## src/rtl/core/u8plw_pkg.sv

```systemverilog
`default_nettype none

package u8plw_pkg;

  localparam int OFS_W          = 14;
  localparam int PEN_W          = 11;
  localparam int GLYPH_W        = 7;
  localparam int CFG_IDX_W      = 2;
  localparam int CFG_DATA_W     = 11;

  localparam int MAX_TEXT_BYTES = 8192;
  localparam int OFFSET_CAP_INT = (MAX_TEXT_BYTES < 16383) ? MAX_TEXT_BYTES : 16383;
  localparam logic [OFS_W-1:0] OFFSET_CAP = OFS_W'(OFFSET_CAP_INT);

  localparam int QDEPTH  = 4;
  localparam int QPTR_W  = $clog2(QDEPTH);
  localparam int QCNT_W  = $clog2(QDEPTH + 1);

  localparam logic [CFG_IDX_W-1:0] CFG_DISPLAY_WIDTH = 2'd0;
  localparam logic [CFG_IDX_W-1:0] CFG_NARROW_WIDTH  = 2'd1;
  localparam logic [CFG_IDX_W-1:0] CFG_WIDE_WIDTH    = 2'd2;

  localparam logic [PEN_W-1:0]   DISPLAY_WIDTH_RST = 11'd128;
  localparam logic [GLYPH_W-1:0] NARROW_WIDTH_RST  = 7'd8;
  localparam logic [GLYPH_W-1:0] WIDE_WIDTH_RST    = 7'd16;
  localparam logic [PEN_W-1:0]   PEN_MAX           = 11'h7FF;

  localparam logic [1:0] CAUSE_NEWLINE = 2'd0;
  localparam logic [1:0] CAUSE_WIDTH   = 2'd1;
  localparam logic [1:0] CAUSE_END     = 2'd2;

  localparam logic [7:0] BYTE_NEWLINE  = 8'h0A;
  localparam logic [7:0] BYTE_QUESTION = 8'h3F;

  typedef struct packed {
    logic [OFS_W-1:0] line_head;
    logic [OFS_W-1:0] line_end;
    logic [1:0]       break_cause;
    logic             final_line;
    logic             too_long;
  } res_t;

  typedef struct packed {
    logic [1:0] cnt;
    res_t       first;
    res_t       second;
  } push_t;

  typedef struct packed {
    logic has_room;
    logic not_empty;
  } qstat_t;

  function automatic logic [2:0] lead_len(input logic [7:0] b);
    logic [2:0] len;
    if (b < 8'h80) begin
      len = 3'd1;
    end else if ((b & 8'hE0) == 8'hC0) begin
      len = 3'd2;
    end else if ((b & 8'hF0) == 8'hE0) begin
      len = 3'd3;
    end else if ((b & 8'hF8) == 8'hF0) begin
      len = 3'd4;
    end else begin
      len = 3'd1;
    end
    return len;
  endfunction

  function automatic logic [20:0] code_point(input logic [31:0] bytes);
    logic [7:0]  b0;
    logic [5:0]  c1;
    logic [5:0]  c2;
    logic [5:0]  c3;
    logic [20:0] cp;
    b0 = bytes[31:24];
    c1 = bytes[21:16];
    c2 = bytes[13:8];
    c3 = bytes[5:0];
    if (b0 < 8'h80) begin
      cp = {13'd0, b0};
    end else if ((b0 & 8'hE0) == 8'hC0) begin
      cp = {10'd0, b0[4:0], c1};
    end else if ((b0 & 8'hF0) == 8'hE0) begin
      cp = {5'd0, b0[3:0], c1, c2};
    end else if ((b0 & 8'hF8) == 8'hF0) begin
      cp = {b0[2:0], c1, c2, c3};
    end else begin
      cp = {13'd0, BYTE_QUESTION};
    end
    return cp;
  endfunction

endpackage

`default_nettype wire

```

## src/rtl/core/u8plw_in_if.sv

```systemverilog
`default_nettype none

interface u8plw_in_if;
  logic       valid;
  logic       ready;
  logic [7:0] text_byte;
  logic       has_byte;
  logic       end_of_text;

  modport source (output valid, output text_byte, output has_byte, output end_of_text,
                  input ready);
  modport sink (input valid, input text_byte, input has_byte, input end_of_text,
                output ready);
endinterface

`default_nettype wire

```

## src/rtl/core/u8plw_out_if.sv

```systemverilog
`default_nettype none

interface u8plw_out_if;
  logic        valid;
  logic        ready;
  logic [13:0] line_head;
  logic [13:0] line_end;
  logic [1:0]  break_cause;
  logic        final_line;
  logic        too_long;

  modport source (output valid, output line_head, output line_end, output break_cause,
                  output final_line, output too_long, input ready);
  modport sink (input valid, input line_head, input line_end, input break_cause,
                input final_line, input too_long, output ready);
endinterface

`default_nettype wire

```

## src/rtl/core/utf8_pixel_line_wrapper_unit.sv

```systemverilog
// UTF-8 pixel line wrapper. Text bytes arrive on in_ch, a byte and/or an end
// marker per item, and line ranges leave on out_ch as start and end byte
// offsets with the break cause, a final-line flag and a saturation flag.
// The configuration port takes display_width, narrow_glyph_width and
// wide_glyph_width at indexes 0, 1 and 2; write it only while the block is
// idle. An input item is decoded and wrapped in the cycle it is accepted,
// and its line ranges enter a four-entry result queue at that edge.
// A result passes from the queue through the output register to out_ch.
// The block takes one item per cycle as long as the queue has room for two
// results; an item that yields two lines sends both in turn on out_ch.
// When the receiver stalls, results collect in the output register and the
// queue, and in_ch.ready falls once fewer than two entries are free.
// Synchronous reset restores the register defaults, clears the text state
// and empties the queue; no result is lost at a stall.
`default_nettype none

module utf8_pixel_line_wrapper_unit
  import u8plw_pkg::*;
(
  input  wire logic                  clk,
  input  wire logic                  rst_n,
  u8plw_in_if.sink                   in_ch,
  u8plw_out_if.source                out_ch,
  input  wire logic                  cfg_we,
  input  wire logic [CFG_IDX_W-1:0]  cfg_index,
  input  wire logic [CFG_DATA_W-1:0] cfg_data
);

  push_t  push;
  qstat_t qstat;
  res_t   head;
  res_t   out_res;
  logic   pop;

  u8plw_front u_front (
    .clk            (clk),
    .rst_n          (rst_n),
    .in_valid       (in_ch.valid),
    .in_ready       (in_ch.ready),
    .in_text_byte   (in_ch.text_byte),
    .in_has_byte    (in_ch.has_byte),
    .in_end_of_text (in_ch.end_of_text),
    .cfg_we         (cfg_we),
    .cfg_index      (cfg_index),
    .cfg_data       (cfg_data),
    .qstat          (qstat),
    .push           (push)
  );

  u8plw_queue u_queue (
    .clk   (clk),
    .rst_n (rst_n),
    .push  (push),
    .pop   (pop),
    .head  (head),
    .qstat (qstat)
  );

  u8plw_back u_back (
    .clk       (clk),
    .rst_n     (rst_n),
    .qstat     (qstat),
    .head      (head),
    .pop       (pop),
    .out_valid (out_ch.valid),
    .out_ready (out_ch.ready),
    .out_res   (out_res)
  );

  assign out_ch.line_head   = out_res.line_head;
  assign out_ch.line_end    = out_res.line_end;
  assign out_ch.break_cause = out_res.break_cause;
  assign out_ch.final_line  = out_res.final_line;
  assign out_ch.too_long    = out_res.too_long;

endmodule

`default_nettype wire

```

## src/rtl/core/u8plw_front.sv

```systemverilog
`default_nettype none

module u8plw_front
  import u8plw_pkg::*;
(
  input  wire logic                  clk,
  input  wire logic                  rst_n,
  input  wire logic                  in_valid,
  output logic                       in_ready,
  input  wire logic [7:0]            in_text_byte,
  input  wire logic                  in_has_byte,
  input  wire logic                  in_end_of_text,
  input  wire logic                  cfg_we,
  input  wire logic [CFG_IDX_W-1:0]  cfg_index,
  input  wire logic [CFG_DATA_W-1:0] cfg_data,
  input  wire qstat_t                qstat,
  output push_t                      push
);

  logic [PEN_W-1:0]   disp_w_r;
  logic [GLYPH_W-1:0] narrow_w_r;
  logic [GLYPH_W-1:0] wide_w_r;

  logic [OFS_W-1:0] byte_pos_r, byte_pos_nxt;
  logic [OFS_W-1:0] line_head_r, line_head_nxt;
  logic [PEN_W-1:0] pen_r, pen_nxt;
  logic [31:0]      chb_r, chb_nxt;
  logic [1:0]       pend_r, pend_nxt;
  logic [OFS_W-1:0] cs_r, cs_nxt;
  logic             ovf_r, ovf_nxt;

  logic             accept;
  logic             fin;
  logic [2:0]       len;
  logic [1:0]       idx;
  logic [20:0]      cp;
  logic [GLYPH_W-1:0] glyph_w;
  logic [PEN_W:0]   sum;
  logic [PEN_W:0]   sum2;
  logic [PEN_W-1:0] pen_base;
  logic             brk_v;
  logic             eot_v;
  res_t             brk;
  res_t             eot_res;

  assign in_ready = qstat.has_room;
  assign accept   = in_valid && qstat.has_room;

  always_ff @(posedge clk) begin
    if (!rst_n) begin
      disp_w_r   <= DISPLAY_WIDTH_RST;
      narrow_w_r <= NARROW_WIDTH_RST;
      wide_w_r   <= WIDE_WIDTH_RST;
    end else if (cfg_we) begin
      case (cfg_index)
        CFG_DISPLAY_WIDTH: disp_w_r   <= cfg_data;
        CFG_NARROW_WIDTH:  narrow_w_r <= cfg_data[GLYPH_W-1:0];
        CFG_WIDE_WIDTH:    wide_w_r   <= cfg_data[GLYPH_W-1:0];
        default: ;
      endcase
    end
  end

  always_ff @(posedge clk) begin
    if (!rst_n) begin
      byte_pos_r  <= '0;
      line_head_r <= '0;
      pen_r       <= '0;
      chb_r       <= '0;
      pend_r      <= '0;
      cs_r        <= '0;
      ovf_r       <= 1'b0;
    end else begin
      byte_pos_r  <= byte_pos_nxt;
      line_head_r <= line_head_nxt;
      pen_r       <= pen_nxt;
      chb_r       <= chb_nxt;
      pend_r      <= pend_nxt;
      cs_r        <= cs_nxt;
      ovf_r       <= ovf_nxt;
    end
  end

  always_comb begin
    byte_pos_nxt   = byte_pos_r;
    line_head_nxt  = line_head_r;
    pen_nxt        = pen_r;
    chb_nxt        = chb_r;
    pend_nxt       = pend_r;
    cs_nxt         = cs_r;
    ovf_nxt        = ovf_r;
    fin            = 1'b0;
    brk_v          = 1'b0;
    eot_v          = 1'b0;
    brk            = '0;
    eot_res        = '0;
    len            = lead_len(in_text_byte);
    idx            = 2'(lead_len(chb_r[31:24]) - {1'b0, pend_r});

    if (accept && in_has_byte) begin
      if (byte_pos_r < OFFSET_CAP) begin
        byte_pos_nxt = byte_pos_r + 1'b1;
      end else begin
        byte_pos_nxt = OFFSET_CAP;
        ovf_nxt      = 1'b1;
      end
      if (pend_r == 2'd0) begin
        if (in_text_byte == BYTE_NEWLINE) begin
          brk_v            = 1'b1;
          brk.line_head    = line_head_r;
          brk.line_end     = byte_pos_r;
          brk.break_cause  = CAUSE_NEWLINE;
          line_head_nxt    = byte_pos_nxt;
          pen_nxt          = '0;
        end else begin
          chb_nxt = {in_text_byte, 24'd0};
          cs_nxt  = byte_pos_r;
          if (len == 3'd1) begin
            fin = 1'b1;
          end else begin
            pend_nxt = 2'(len - 3'd1);
          end
        end
      end else begin
        case (idx)
          2'd1:    chb_nxt[23:16] = in_text_byte;
          2'd2:    chb_nxt[15:8]  = in_text_byte;
          2'd3:    chb_nxt[7:0]   = in_text_byte;
          default: ;
        endcase
        pend_nxt = pend_r - 2'd1;
        if (pend_r == 2'd1) begin
          fin = 1'b1;
        end
      end
    end

    cp       = code_point(chb_nxt);
    glyph_w  = (cp < 21'h80) ? narrow_w_r : wide_w_r;
    sum      = {1'b0, pen_r} + {{(PEN_W+1-GLYPH_W){1'b0}}, glyph_w};
    pen_base = pen_r;
    if (fin) begin
      if (sum > {1'b0, disp_w_r} && cs_nxt != line_head_r) begin
        brk_v           = 1'b1;
        brk.line_head   = line_head_r;
        brk.line_end    = cs_nxt;
        brk.break_cause = CAUSE_WIDTH;
        line_head_nxt   = cs_nxt;
        pen_base        = '0;
      end
    end
    sum2 = {1'b0, pen_base} + {{(PEN_W+1-GLYPH_W){1'b0}}, glyph_w};
    if (fin) begin
      pen_nxt  = sum2[PEN_W] ? PEN_MAX : sum2[PEN_W-1:0];
      pend_nxt = 2'd0;
    end
    brk.final_line = 1'b0;
    brk.too_long   = ovf_nxt;

    if (accept && in_end_of_text) begin
      eot_v               = 1'b1;
      eot_res.line_head   = line_head_nxt;
      eot_res.line_end    = byte_pos_nxt;
      eot_res.break_cause = CAUSE_END;
      eot_res.final_line  = 1'b1;
      eot_res.too_long    = ovf_nxt;
      byte_pos_nxt        = '0;
      line_head_nxt       = '0;
      pen_nxt             = '0;
      chb_nxt             = '0;
      pend_nxt            = '0;
      cs_nxt              = '0;
      ovf_nxt             = 1'b0;
    end
  end

  always_comb begin
    push.cnt    = {1'b0, brk_v} + {1'b0, eot_v};
    push.first  = brk_v ? brk : eot_res;
    push.second = eot_res;
  end

endmodule

`default_nettype wire

```

## src/rtl/core/u8plw_queue.sv

```systemverilog
`default_nettype none

module u8plw_queue
  import u8plw_pkg::*;
(
  input  wire logic  clk,
  input  wire logic  rst_n,
  input  wire push_t push,
  input  wire logic  pop,
  output res_t       head,
  output qstat_t     qstat
);

  res_t              mem_r [QDEPTH];
  logic [QPTR_W-1:0] wr_ptr_r, wr_ptr_nxt;
  logic [QPTR_W-1:0] rd_ptr_r, rd_ptr_nxt;
  logic [QCNT_W-1:0] cnt_r, cnt_nxt;
  logic [QPTR_W-1:0] wr_ptr_p1;

  assign wr_ptr_p1       = wr_ptr_r + 1'b1;
  assign head            = mem_r[rd_ptr_r];
  assign qstat.not_empty = (cnt_r != '0);
  assign qstat.has_room  = (cnt_r <= QCNT_W'(QDEPTH - 2));

  always_comb begin
    wr_ptr_nxt = wr_ptr_r + QPTR_W'(push.cnt);
    rd_ptr_nxt = pop ? rd_ptr_r + 1'b1 : rd_ptr_r;
    cnt_nxt    = cnt_r + QCNT_W'(push.cnt) - QCNT_W'(pop);
  end

  always_ff @(posedge clk) begin
    if (push.cnt != 2'd0) begin
      mem_r[wr_ptr_r] <= push.first;
    end
    if (push.cnt == 2'd2) begin
      mem_r[wr_ptr_p1] <= push.second;
    end
  end

  always_ff @(posedge clk) begin
    if (!rst_n) begin
      wr_ptr_r <= '0;
      rd_ptr_r <= '0;
      cnt_r    <= '0;
    end else begin
      wr_ptr_r <= wr_ptr_nxt;
      rd_ptr_r <= rd_ptr_nxt;
      cnt_r    <= cnt_nxt;
    end
  end

endmodule

`default_nettype wire

```

## src/rtl/core/u8plw_back.sv

```systemverilog
`default_nettype none

module u8plw_back
  import u8plw_pkg::*;
(
  input  wire logic   clk,
  input  wire logic   rst_n,
  input  wire qstat_t qstat,
  input  wire res_t   head,
  output logic        pop,
  output logic        out_valid,
  input  wire logic   out_ready,
  output res_t        out_res
);

  logic valid_r, valid_nxt;
  res_t res_r;

  assign pop       = qstat.not_empty && (!valid_r || out_ready);
  assign valid_nxt = pop || (valid_r && !out_ready);
  assign out_valid = valid_r;
  assign out_res   = res_r;

  always_ff @(posedge clk) begin
    if (!rst_n) begin
      valid_r <= 1'b0;
    end else begin
      valid_r <= valid_nxt;
    end
  end

  always_ff @(posedge clk) begin
    if (pop) begin
      res_r <= head;
    end
  end

endmodule

`default_nettype wire

```

## src/flat_wrapper.sv

```systemverilog
// flat-port wrapper written by rule: the top's interface ports become plain ports
module utf8_pixel_line_wrapper_unit_flat import u8plw_pkg::*;
  (clk, rst_n, cfg_we, cfg_index, cfg_data, in_ch_valid, in_ch_text_byte, in_ch_has_byte, in_ch_end_of_text, in_ch_ready, out_ch_valid, out_ch_line_head, out_ch_line_end, out_ch_break_cause, out_ch_final_line, out_ch_too_long, out_ch_ready);
  u8plw_in_if in_ch_i ();
  u8plw_out_if out_ch_i ();
  input  wire logic clk;
  input  wire logic rst_n;
  input  wire logic cfg_we;
  input  wire logic [CFG_IDX_W-1:0] cfg_index;
  input  wire logic [CFG_DATA_W-1:0] cfg_data;
  input wire logic [$bits(in_ch_i.valid)-1:0] in_ch_valid;
  input wire logic [$bits(in_ch_i.text_byte)-1:0] in_ch_text_byte;
  input wire logic [$bits(in_ch_i.has_byte)-1:0] in_ch_has_byte;
  input wire logic [$bits(in_ch_i.end_of_text)-1:0] in_ch_end_of_text;
  output wire logic [$bits(in_ch_i.ready)-1:0] in_ch_ready;
  output wire logic [$bits(out_ch_i.valid)-1:0] out_ch_valid;
  output wire logic [$bits(out_ch_i.line_head)-1:0] out_ch_line_head;
  output wire logic [$bits(out_ch_i.line_end)-1:0] out_ch_line_end;
  output wire logic [$bits(out_ch_i.break_cause)-1:0] out_ch_break_cause;
  output wire logic [$bits(out_ch_i.final_line)-1:0] out_ch_final_line;
  output wire logic [$bits(out_ch_i.too_long)-1:0] out_ch_too_long;
  input wire logic [$bits(out_ch_i.ready)-1:0] out_ch_ready;
  assign in_ch_i.valid = in_ch_valid;
  assign in_ch_i.text_byte = in_ch_text_byte;
  assign in_ch_i.has_byte = in_ch_has_byte;
  assign in_ch_i.end_of_text = in_ch_end_of_text;
  assign in_ch_ready = in_ch_i.ready;
  assign out_ch_valid = out_ch_i.valid;
  assign out_ch_line_head = out_ch_i.line_head;
  assign out_ch_line_end = out_ch_i.line_end;
  assign out_ch_break_cause = out_ch_i.break_cause;
  assign out_ch_final_line = out_ch_i.final_line;
  assign out_ch_too_long = out_ch_i.too_long;
  assign out_ch_i.ready = out_ch_ready;
  utf8_pixel_line_wrapper_unit u_core (.clk(clk), .rst_n(rst_n), .in_ch(in_ch_i), .out_ch(out_ch_i), .cfg_we(cfg_we), .cfg_index(cfg_index), .cfg_data(cfg_data));
endmodule
```

## config.mk

```make
export PLATFORM = sky130hd
export DESIGN_NAME = utf8_pixel_line_wrapper_unit_flat
export DESIGN_NICKNAME = d
export VERILOG_FILES = /design/src/rtl/core/u8plw_pkg.sv /design/src/rtl/core/u8plw_in_if.sv /design/src/rtl/core/u8plw_out_if.sv /design/src/rtl/core/utf8_pixel_line_wrapper_unit.sv /design/src/rtl/core/u8plw_front.sv /design/src/rtl/core/u8plw_queue.sv /design/src/rtl/core/u8plw_back.sv /design/src/flat_wrapper.sv
export SDC_FILE = /design/constraint.sdc
export NUM_CORES = 1
export LEC_CHECK = 0
export BUFFER_PORTS_ARGS = -buffer_cell sky130_fd_sc_hd__buf_2
export CORE_ASPECT_RATIO = 0.9
export CORE_UTILIZATION = 40
export CTS_CLUSTER_SIZE = 20
export DETAILED_ROUTE_END_ITERATION = 12
export HOLD_SLACK_MARGIN = 0.1
export SYNTH_ARGS = -nofsm -noshare
export SYNTH_HDL_FRONTEND = slang
export SYNTH_HIERARCHICAL = 1
export SYNTH_SLANG_ARGS = --single-unit
```

## constraint.sdc

```tcl
create_clock -name clk -period 9.1 [get_ports clk]
set_input_delay 0 -clock clk [delete_from_list [all_inputs] [get_ports clk]]
set_output_delay 0 -clock clk [all_outputs]
set_load 0.03 [all_outputs]
```

==> results.toml, run 1 <==
[flow_run]
drv_cap = 0

[synthesis]
syn_area_mm2 = 0.0143
yosysWarnings = 6
ys_types = 85
ys_ff_latch = 270
synth-edff-count = 160
synth_cells = 1248
synth-main-ff-cell = "edfxtp_1"
ys_seq_area_share_pct = 48.9
synth_area_per_cell_um2 = 11.5
synth_fp_nets = 1314
async_flop_share_pct = 0

[critical_path]
cp_max_fo = 9
cp.required_ns = 9.53
crit_path_top_delay_cell = "a2111oi_2"
startpoint_type = "flip-flop"
critical_path_class = "flip-flop to flip-flop"
cp-end-kind = "flip-flop"
slowest_delay_ns = 0.48
crit_arrival_ns = 8.69

[sta]
totalNegativeSetupSlack_ns = 0
tightest_slew_ns = 0.944
clock_skew_ns = 0.0108
setup_violations = 0
max_freq_mhz = 121
rsz0062_at_grt = "no"
slew_headroom_pct = 37.0
whs_ns = 0.142
finalCritPeriodShare_pct = 90.8
final-max-slew-violation-count = 0
hold_violations = 0
fin_crit_ns = 8.26

[clocking]
clockBufferDepth = 3
numCtsBuffers = 30
cts_tree = "done"
clock_sinks = 270
root_buffer = "clkbuf_16"
clock_latency_ns = 0.57
path_clk_slew_ns = 0.06
cts-htree-levels = 1

[global_routing]
grt_overflow = 0
first_global_vias = 9805
grt_max_degree = 66
grt_pass1_wl_um = 55100
antenna_found_initial = 0
grt_usage_pct = 19.1

[die]
die_w_um = 201
coreArea_mm2 = 0.0351
die_y_um = 181
start_util_pct = 40.8
io_pins = 62
dieArea_mm2 = 0.0366
rows = 65

[drt]
drt_iter0_markers = 794
avgViaCountPerCell = 5.41
routed_wl_um = 35100
route.detailed.wl_per_inst_um = 19.3
vias = 9863
postRouteAntennaNets = 0
drc = 0
firstDrtPassIters = 6

[pwr]
power_uw = 3490
p_leak_uw = 0.00630
power.density_mw_per_mm2 = 211
ir_drop_v = 0.000149

[cells_and_area]
areaGrowthSynthToFinish_pct = 15.5
diodes = 0
drive_gt1_share_pct = 23.2
nets = 1396

[run_status]
status = "finished, final reports clean"

[place]
place.gp.congestion = 0.881
port_buffers = 61
hpwl_um = 22900

[min_path]
hold_path_class = "primary input to flip-flop"
==> cell type report <==
cell class              count  area, um^2
multi-input cells         837        6740
well taps                 469         587
clock buffers              44         855
inverters                  60         225
clock inverters            12         174
repair buffers            131         946
flip-flops and latches    270        7010
fillers                  3278       18600
==> metal layers <==
metal	share of wire, %	track usage, %	up-vias
met3	5.0	2.69	47
li1	-	-	4726
met1	46	26.3	4821
met2	47	31.9	269
met4	1.8	4.27	0
met5	0	0	-
==> final timing paths <==
| check | end | cells past startpoint | startpoint | slack, ns |
|---|---|---|---|---|
| worst max-delay path | u_core/u_front/pen_r[8] | 40 | u_core/u_front/chb_r[31] | 0.84 |
| worst min-delay path | u_core/u_front/disp_w_r[1] | 5 | cfg_we | 0.14 |
| worst max register to register | u_core/u_front/pen_r[8] | 40 | u_core/u_front/chb_r[31] | 0.84 |
| worst min register to register | u_core/u_front/chb_r[19] | 2 | u_core/u_front/chb_r[19] | 0.47 |
==> cell usage in the layout (no fill, tap or decap), drive strengths merged, types with 5 or more instances in the layout <==
cell type	n
a21oi	63
a221o	5
a222oi	8
a22oi	6
a31oi	11
and2	22
and3	9
buf	90
clkbuf	44
clkinv	7
dfxtp	110
dlygate4sd3	41
edfxtp	160
ha	35
inv	60
mux2	140
mux2i	34
mux4	32
nand2	67
nand2b	10
nand3	19
nand4	8
nor2	132
nor2b	39
nor3	14
nor4	7
o21a	5
o21ai	39
o31a	5
or3	5
xnor2	29
xor2	16
==> sequential cells by signal, summed over array words and instances (netlist names), named ones only <==
name,count
u_core/u_back/out_valid,1
u_core/u_queue/cnt_r,3
u_core/u_front/pen_r,11
u_core/u_queue/mem_r,128
u_core/u_front/disp_w_r,11
u_core/u_queue/rd_ptr_r,2
u_core/u_queue/wr_ptr_r,2
u_core/u_front/cs_r,14
u_core/u_front/line_head_r,14
u_core/u_front/pend_r,2
u_core/u_front/narrow_w_r,7
u_core/u_back/out_res,32
u_core/u_front/byte_pos_r,14
u_core/u_front/ovf_r,1
u_core/u_front/chb_r,19
u_core/u_front/wide_w_r,7
==> critical path: cells and delay by family (launching register included) <==
family / cells / cell delay [ns]
flops: 1 / 0.31
xor+xnor: 1 / 0.08
fa+ha+maj: 5 / 1.23
simple gates: 15 / 2.67
buf+inv: 3 / 0.32
mux: 1 / 0.34
compound gates: 15 / 3.16
==> synth_stat cells, drive strengths merged, types with 5 or more instances <==
cell    count  area share [%]
mux2      140              11
edfxtp    160              34
and2       22            0.96
mux4       32             5.0
nor4        7            0.31
o21ai      39             1.4
ha         35             3.1
a222oi      8            0.56
nand2b     10            0.44
o31a        5            0.31
and3        9            0.39
inv        60             1.6
clkbuf     41             1.1
a221o       5            0.35
buf        40             2.0
nor3       14            0.57
nand3      19            0.66
o21a        5            0.26
nor2b      39             1.8
or3         5            0.22
nand4       8            0.35
mux2i      34             2.4
a21oi      63             2.2
dfxtp     110              15
xor2       16            0.98
a31oi      11            0.48
nand2      67             1.8
a22oi       6            0.31
xnor2      29             1.8
nor2      132             3.5
==> power by group <==
group,total (uW),internal [uW],switching (uW)
sequential,1510,1460,53.8
clock,1260,763,494
combinational,727,263,464
total,3490,2480,1010
==> metrics by stage <==
stage / util (%) / area (um^2) / setup slack [ns] / std cells
6_report: 47.1 / 16500 / 0.835 / 1823
2_1_floorplan: - / 14300 / 0.151 / 1248
4_1_cts: 46.9 / 16500 / 0.346 / 1820
5_1_grt: 47.1 / 16500 / 0.0404 / 1823
3_5_place_dp: 42.8 / 15000 / 0.392 / 1723
3_3_place_gp: 42.8 / 15000 / 0.656 / 1723
==> repair_timing <==
item                       4_1_cts  5_1_grt
hold endpoints to repair        56        0
hold buffers                    41        0
setup buffers                    0        3
resized for setup                0        4
setup endpoints to repair        0       48
==> cells by family after synthesis <==
| logic type | Yosys count | synth area share [%] |
|---|---|---|
| xor+xnor | 47 | 3.07 |
| mux | 206 | 18.4 |
| flops | 270 | 48.9 |
| compound gates | 189 | 9.02 |
| simple gates | 356 | 12.4 |
| fa+ha+maj | 38 | 3.48 |
| other cells | 1 | 0.0262 |
| buf+inv | 141 | 4.63 |
Note: power is estimated with default switching activity, not from simulation.
==> run 2, diff against run 1 <==
- MAX_ROUTING_LAYER: not set -> met4
==> results.toml, run 2 (same netlist as run 1, synthesis figures left out) <==
[cells_and_area]
drive_gt1_share_pct = 23.2
final_common_cell = "edfxtp_1"
areaGrowthSynthToFinish_pct = 15.5
diodes = 0
nets = 1396
final_cell_mix = "160 x edfxtp_1, 129 x nor2_1, 114 x mux2_2"
utilization_pct = 47.1
fillers = 3278
top_register = "u_core/u_queue/mem_r"
largest_reg_flops = 128

[global_routing]
first_global_vias = 9794
antenna_found_initial = 0
grt_usage_pct = 19.7
grt_overflow = 0
grt_pass1_wl_um = 55100
grt_max_degree = 66

[clocking]
clock_latency_ns = 0.57
cts-htree-levels = 1
root_buffer = "clkbuf_16"
numCtsBuffers = 30
clockBufferDepth = 3
path_clk_slew_ns = 0.06
clock_sinks = 270
cts_tree = "done"

[critical_path]
cp_max_fo = 9
slowest_delay_ns = 0.48
rr_startpoint = "u_core/u_front/chb_r[31]"
critPathBufInv = 3
crit_path_top_delay_cell = "a2111oi_2"
critical_path_class = "flip-flop to flip-flop"
reg2reg_to = "u_core/u_front/pen_r[8]"
rrSetupSlack_ns = 0.85
crit_arrival_ns = 8.68
cp-end-kind = "flip-flop"
worstRegToRegCells = 40
cp.required_ns = 9.53
crit_path_start = "u_core/u_front/chb_r[31]"
startpoint_type = "flip-flop"
cp_top_family = "compound AO/OA/AOI/OAI gates"

[sta]
setup_violations = 0
tightest_slew_ns = 0.958
fin_crit_ns = 8.25
final-max-slew-violation-count = 0
clock_skew_ns = 0.00965
rsz0062_at_grt = "no"
finalCritPeriodShare_pct = 90.7
totalNegativeSetupSlack_ns = 0
hold_violations = 0
slew_headroom_pct = 36.1
max_freq_mhz = 121

[min_path]
min_path_cells = 5
min_from = "cfg_we"
holdPathEnd = "u_core/u_front/disp_w_r[1]"
hold_path_class = "primary input to flip-flop"

[die]
coreArea_mm2 = 0.0351
io_pins = 62
die_w_um = 201
dieArea_mm2 = 0.0366
rows = 65
die_y_um = 181
start_util_pct = 40.8

[drt]
firstDrtPassIters = 5
postRouteAntennaNets = 0
avgViaCountPerCell = 5.41
drc = 0
vias = 9863
drt_iter0_markers = 819
routed_wl_um = 35000
route.detailed.wl_per_inst_um = 19.2

[place]
place.gp.congestion = 0.897
hpwl_um = 22900
port_buffers = 61

[flow_run]
drv_cap = 0

[run_status]
status = "finished, final reports clean"

[pwr]
power.density_mw_per_mm2 = 211
p_leak_uw = 0.00630
ir_drop_v = 0.000149
[run 2: cell counts in the layout (fill, tap and decap cells not counted)]
No cell type changed its count.
[run 2: stage by stage]
stage / instance area, um^2 / power (uW) / cells / hold slack [ns] / setup slack (ns)
after detailed placement: 15000 / 2270 / 1723 / 0.242 / 0.392
after floorplan: 14300 / 2040 / 1248 / 0.117 / 0.151
after CTS: 16500 / 3540 / 1820 / 0.116 / 0.346
after global placement: 15000 / 2260 / 1723 / 0.223 / 0.656
after global routing: 16500 / 3640 / 1823 / 0.162 / 0.0403
final: 16500 / 3500 / 1823 / 0.140 / 0.848
[run 2: power by group]
part | internal (uW) | switching (uW)
logic | 264 | 465
registers | 1460 | 54.2
clock network | 763 | 495
total | 2480 | 1010
[run 2: tightest hold or removal path: cells and delay by family]
kind | cells | cell delay, ns
compound gates | 1 | 0.16
buf+inv | 2 | 0.30
simple gates | 2 | 0.20
[run 2: repair_timing]
| item | 4_1_cts | 5_1_grt |
|---|---|---|
| endpoints found under the hold margin | 56 | 0 |
| hold buffers | 41 | 0 |
| endpoints found under the setup margin | 0 | 48 |
| resized for setup | 0 | 4 |
| setup buffers | 0 | 3 |
[run 2: final cells by class]
class,count,area [um^2],area share (%)
flip-flops and latches,270,7010,42.4
multi-input cells,837,6740,40.8
repair buffers,131,946,5.72
clock buffers,44,855,5.17
well taps,469,587,3.55
inverters,60,225,1.36
clock inverters,12,174,1.05
[run 2: worst max-delay path by stage]
stage / endpoint / slack, ns / depth (start not counted)
after floorplan: u_core/u_queue/mem_r[0][0] / 0.15 / 32
after global placement: u_core/u_front/pen_r[8] / 0.66 / 39
after detailed placement: u_core/u_front/pen_r[5] / 0.39 / 39
after CTS: u_core/u_front/pen_r[5] / 0.35 / 39
after global routing: u_core/u_front/pen_r[8] / 0.04 / 40
final: u_core/u_front/pen_r[8] / 0.85 / 40
[run 2: per-layer routing]
metal	share of wire (%)	track usage, %	vias to the layer above
met4	2.0	4.33	0
met5	0	-	-
li1	-	-	4726
met1	46	26.3	4816
met2	47	31.9	262
met3	4.8	2.69	59
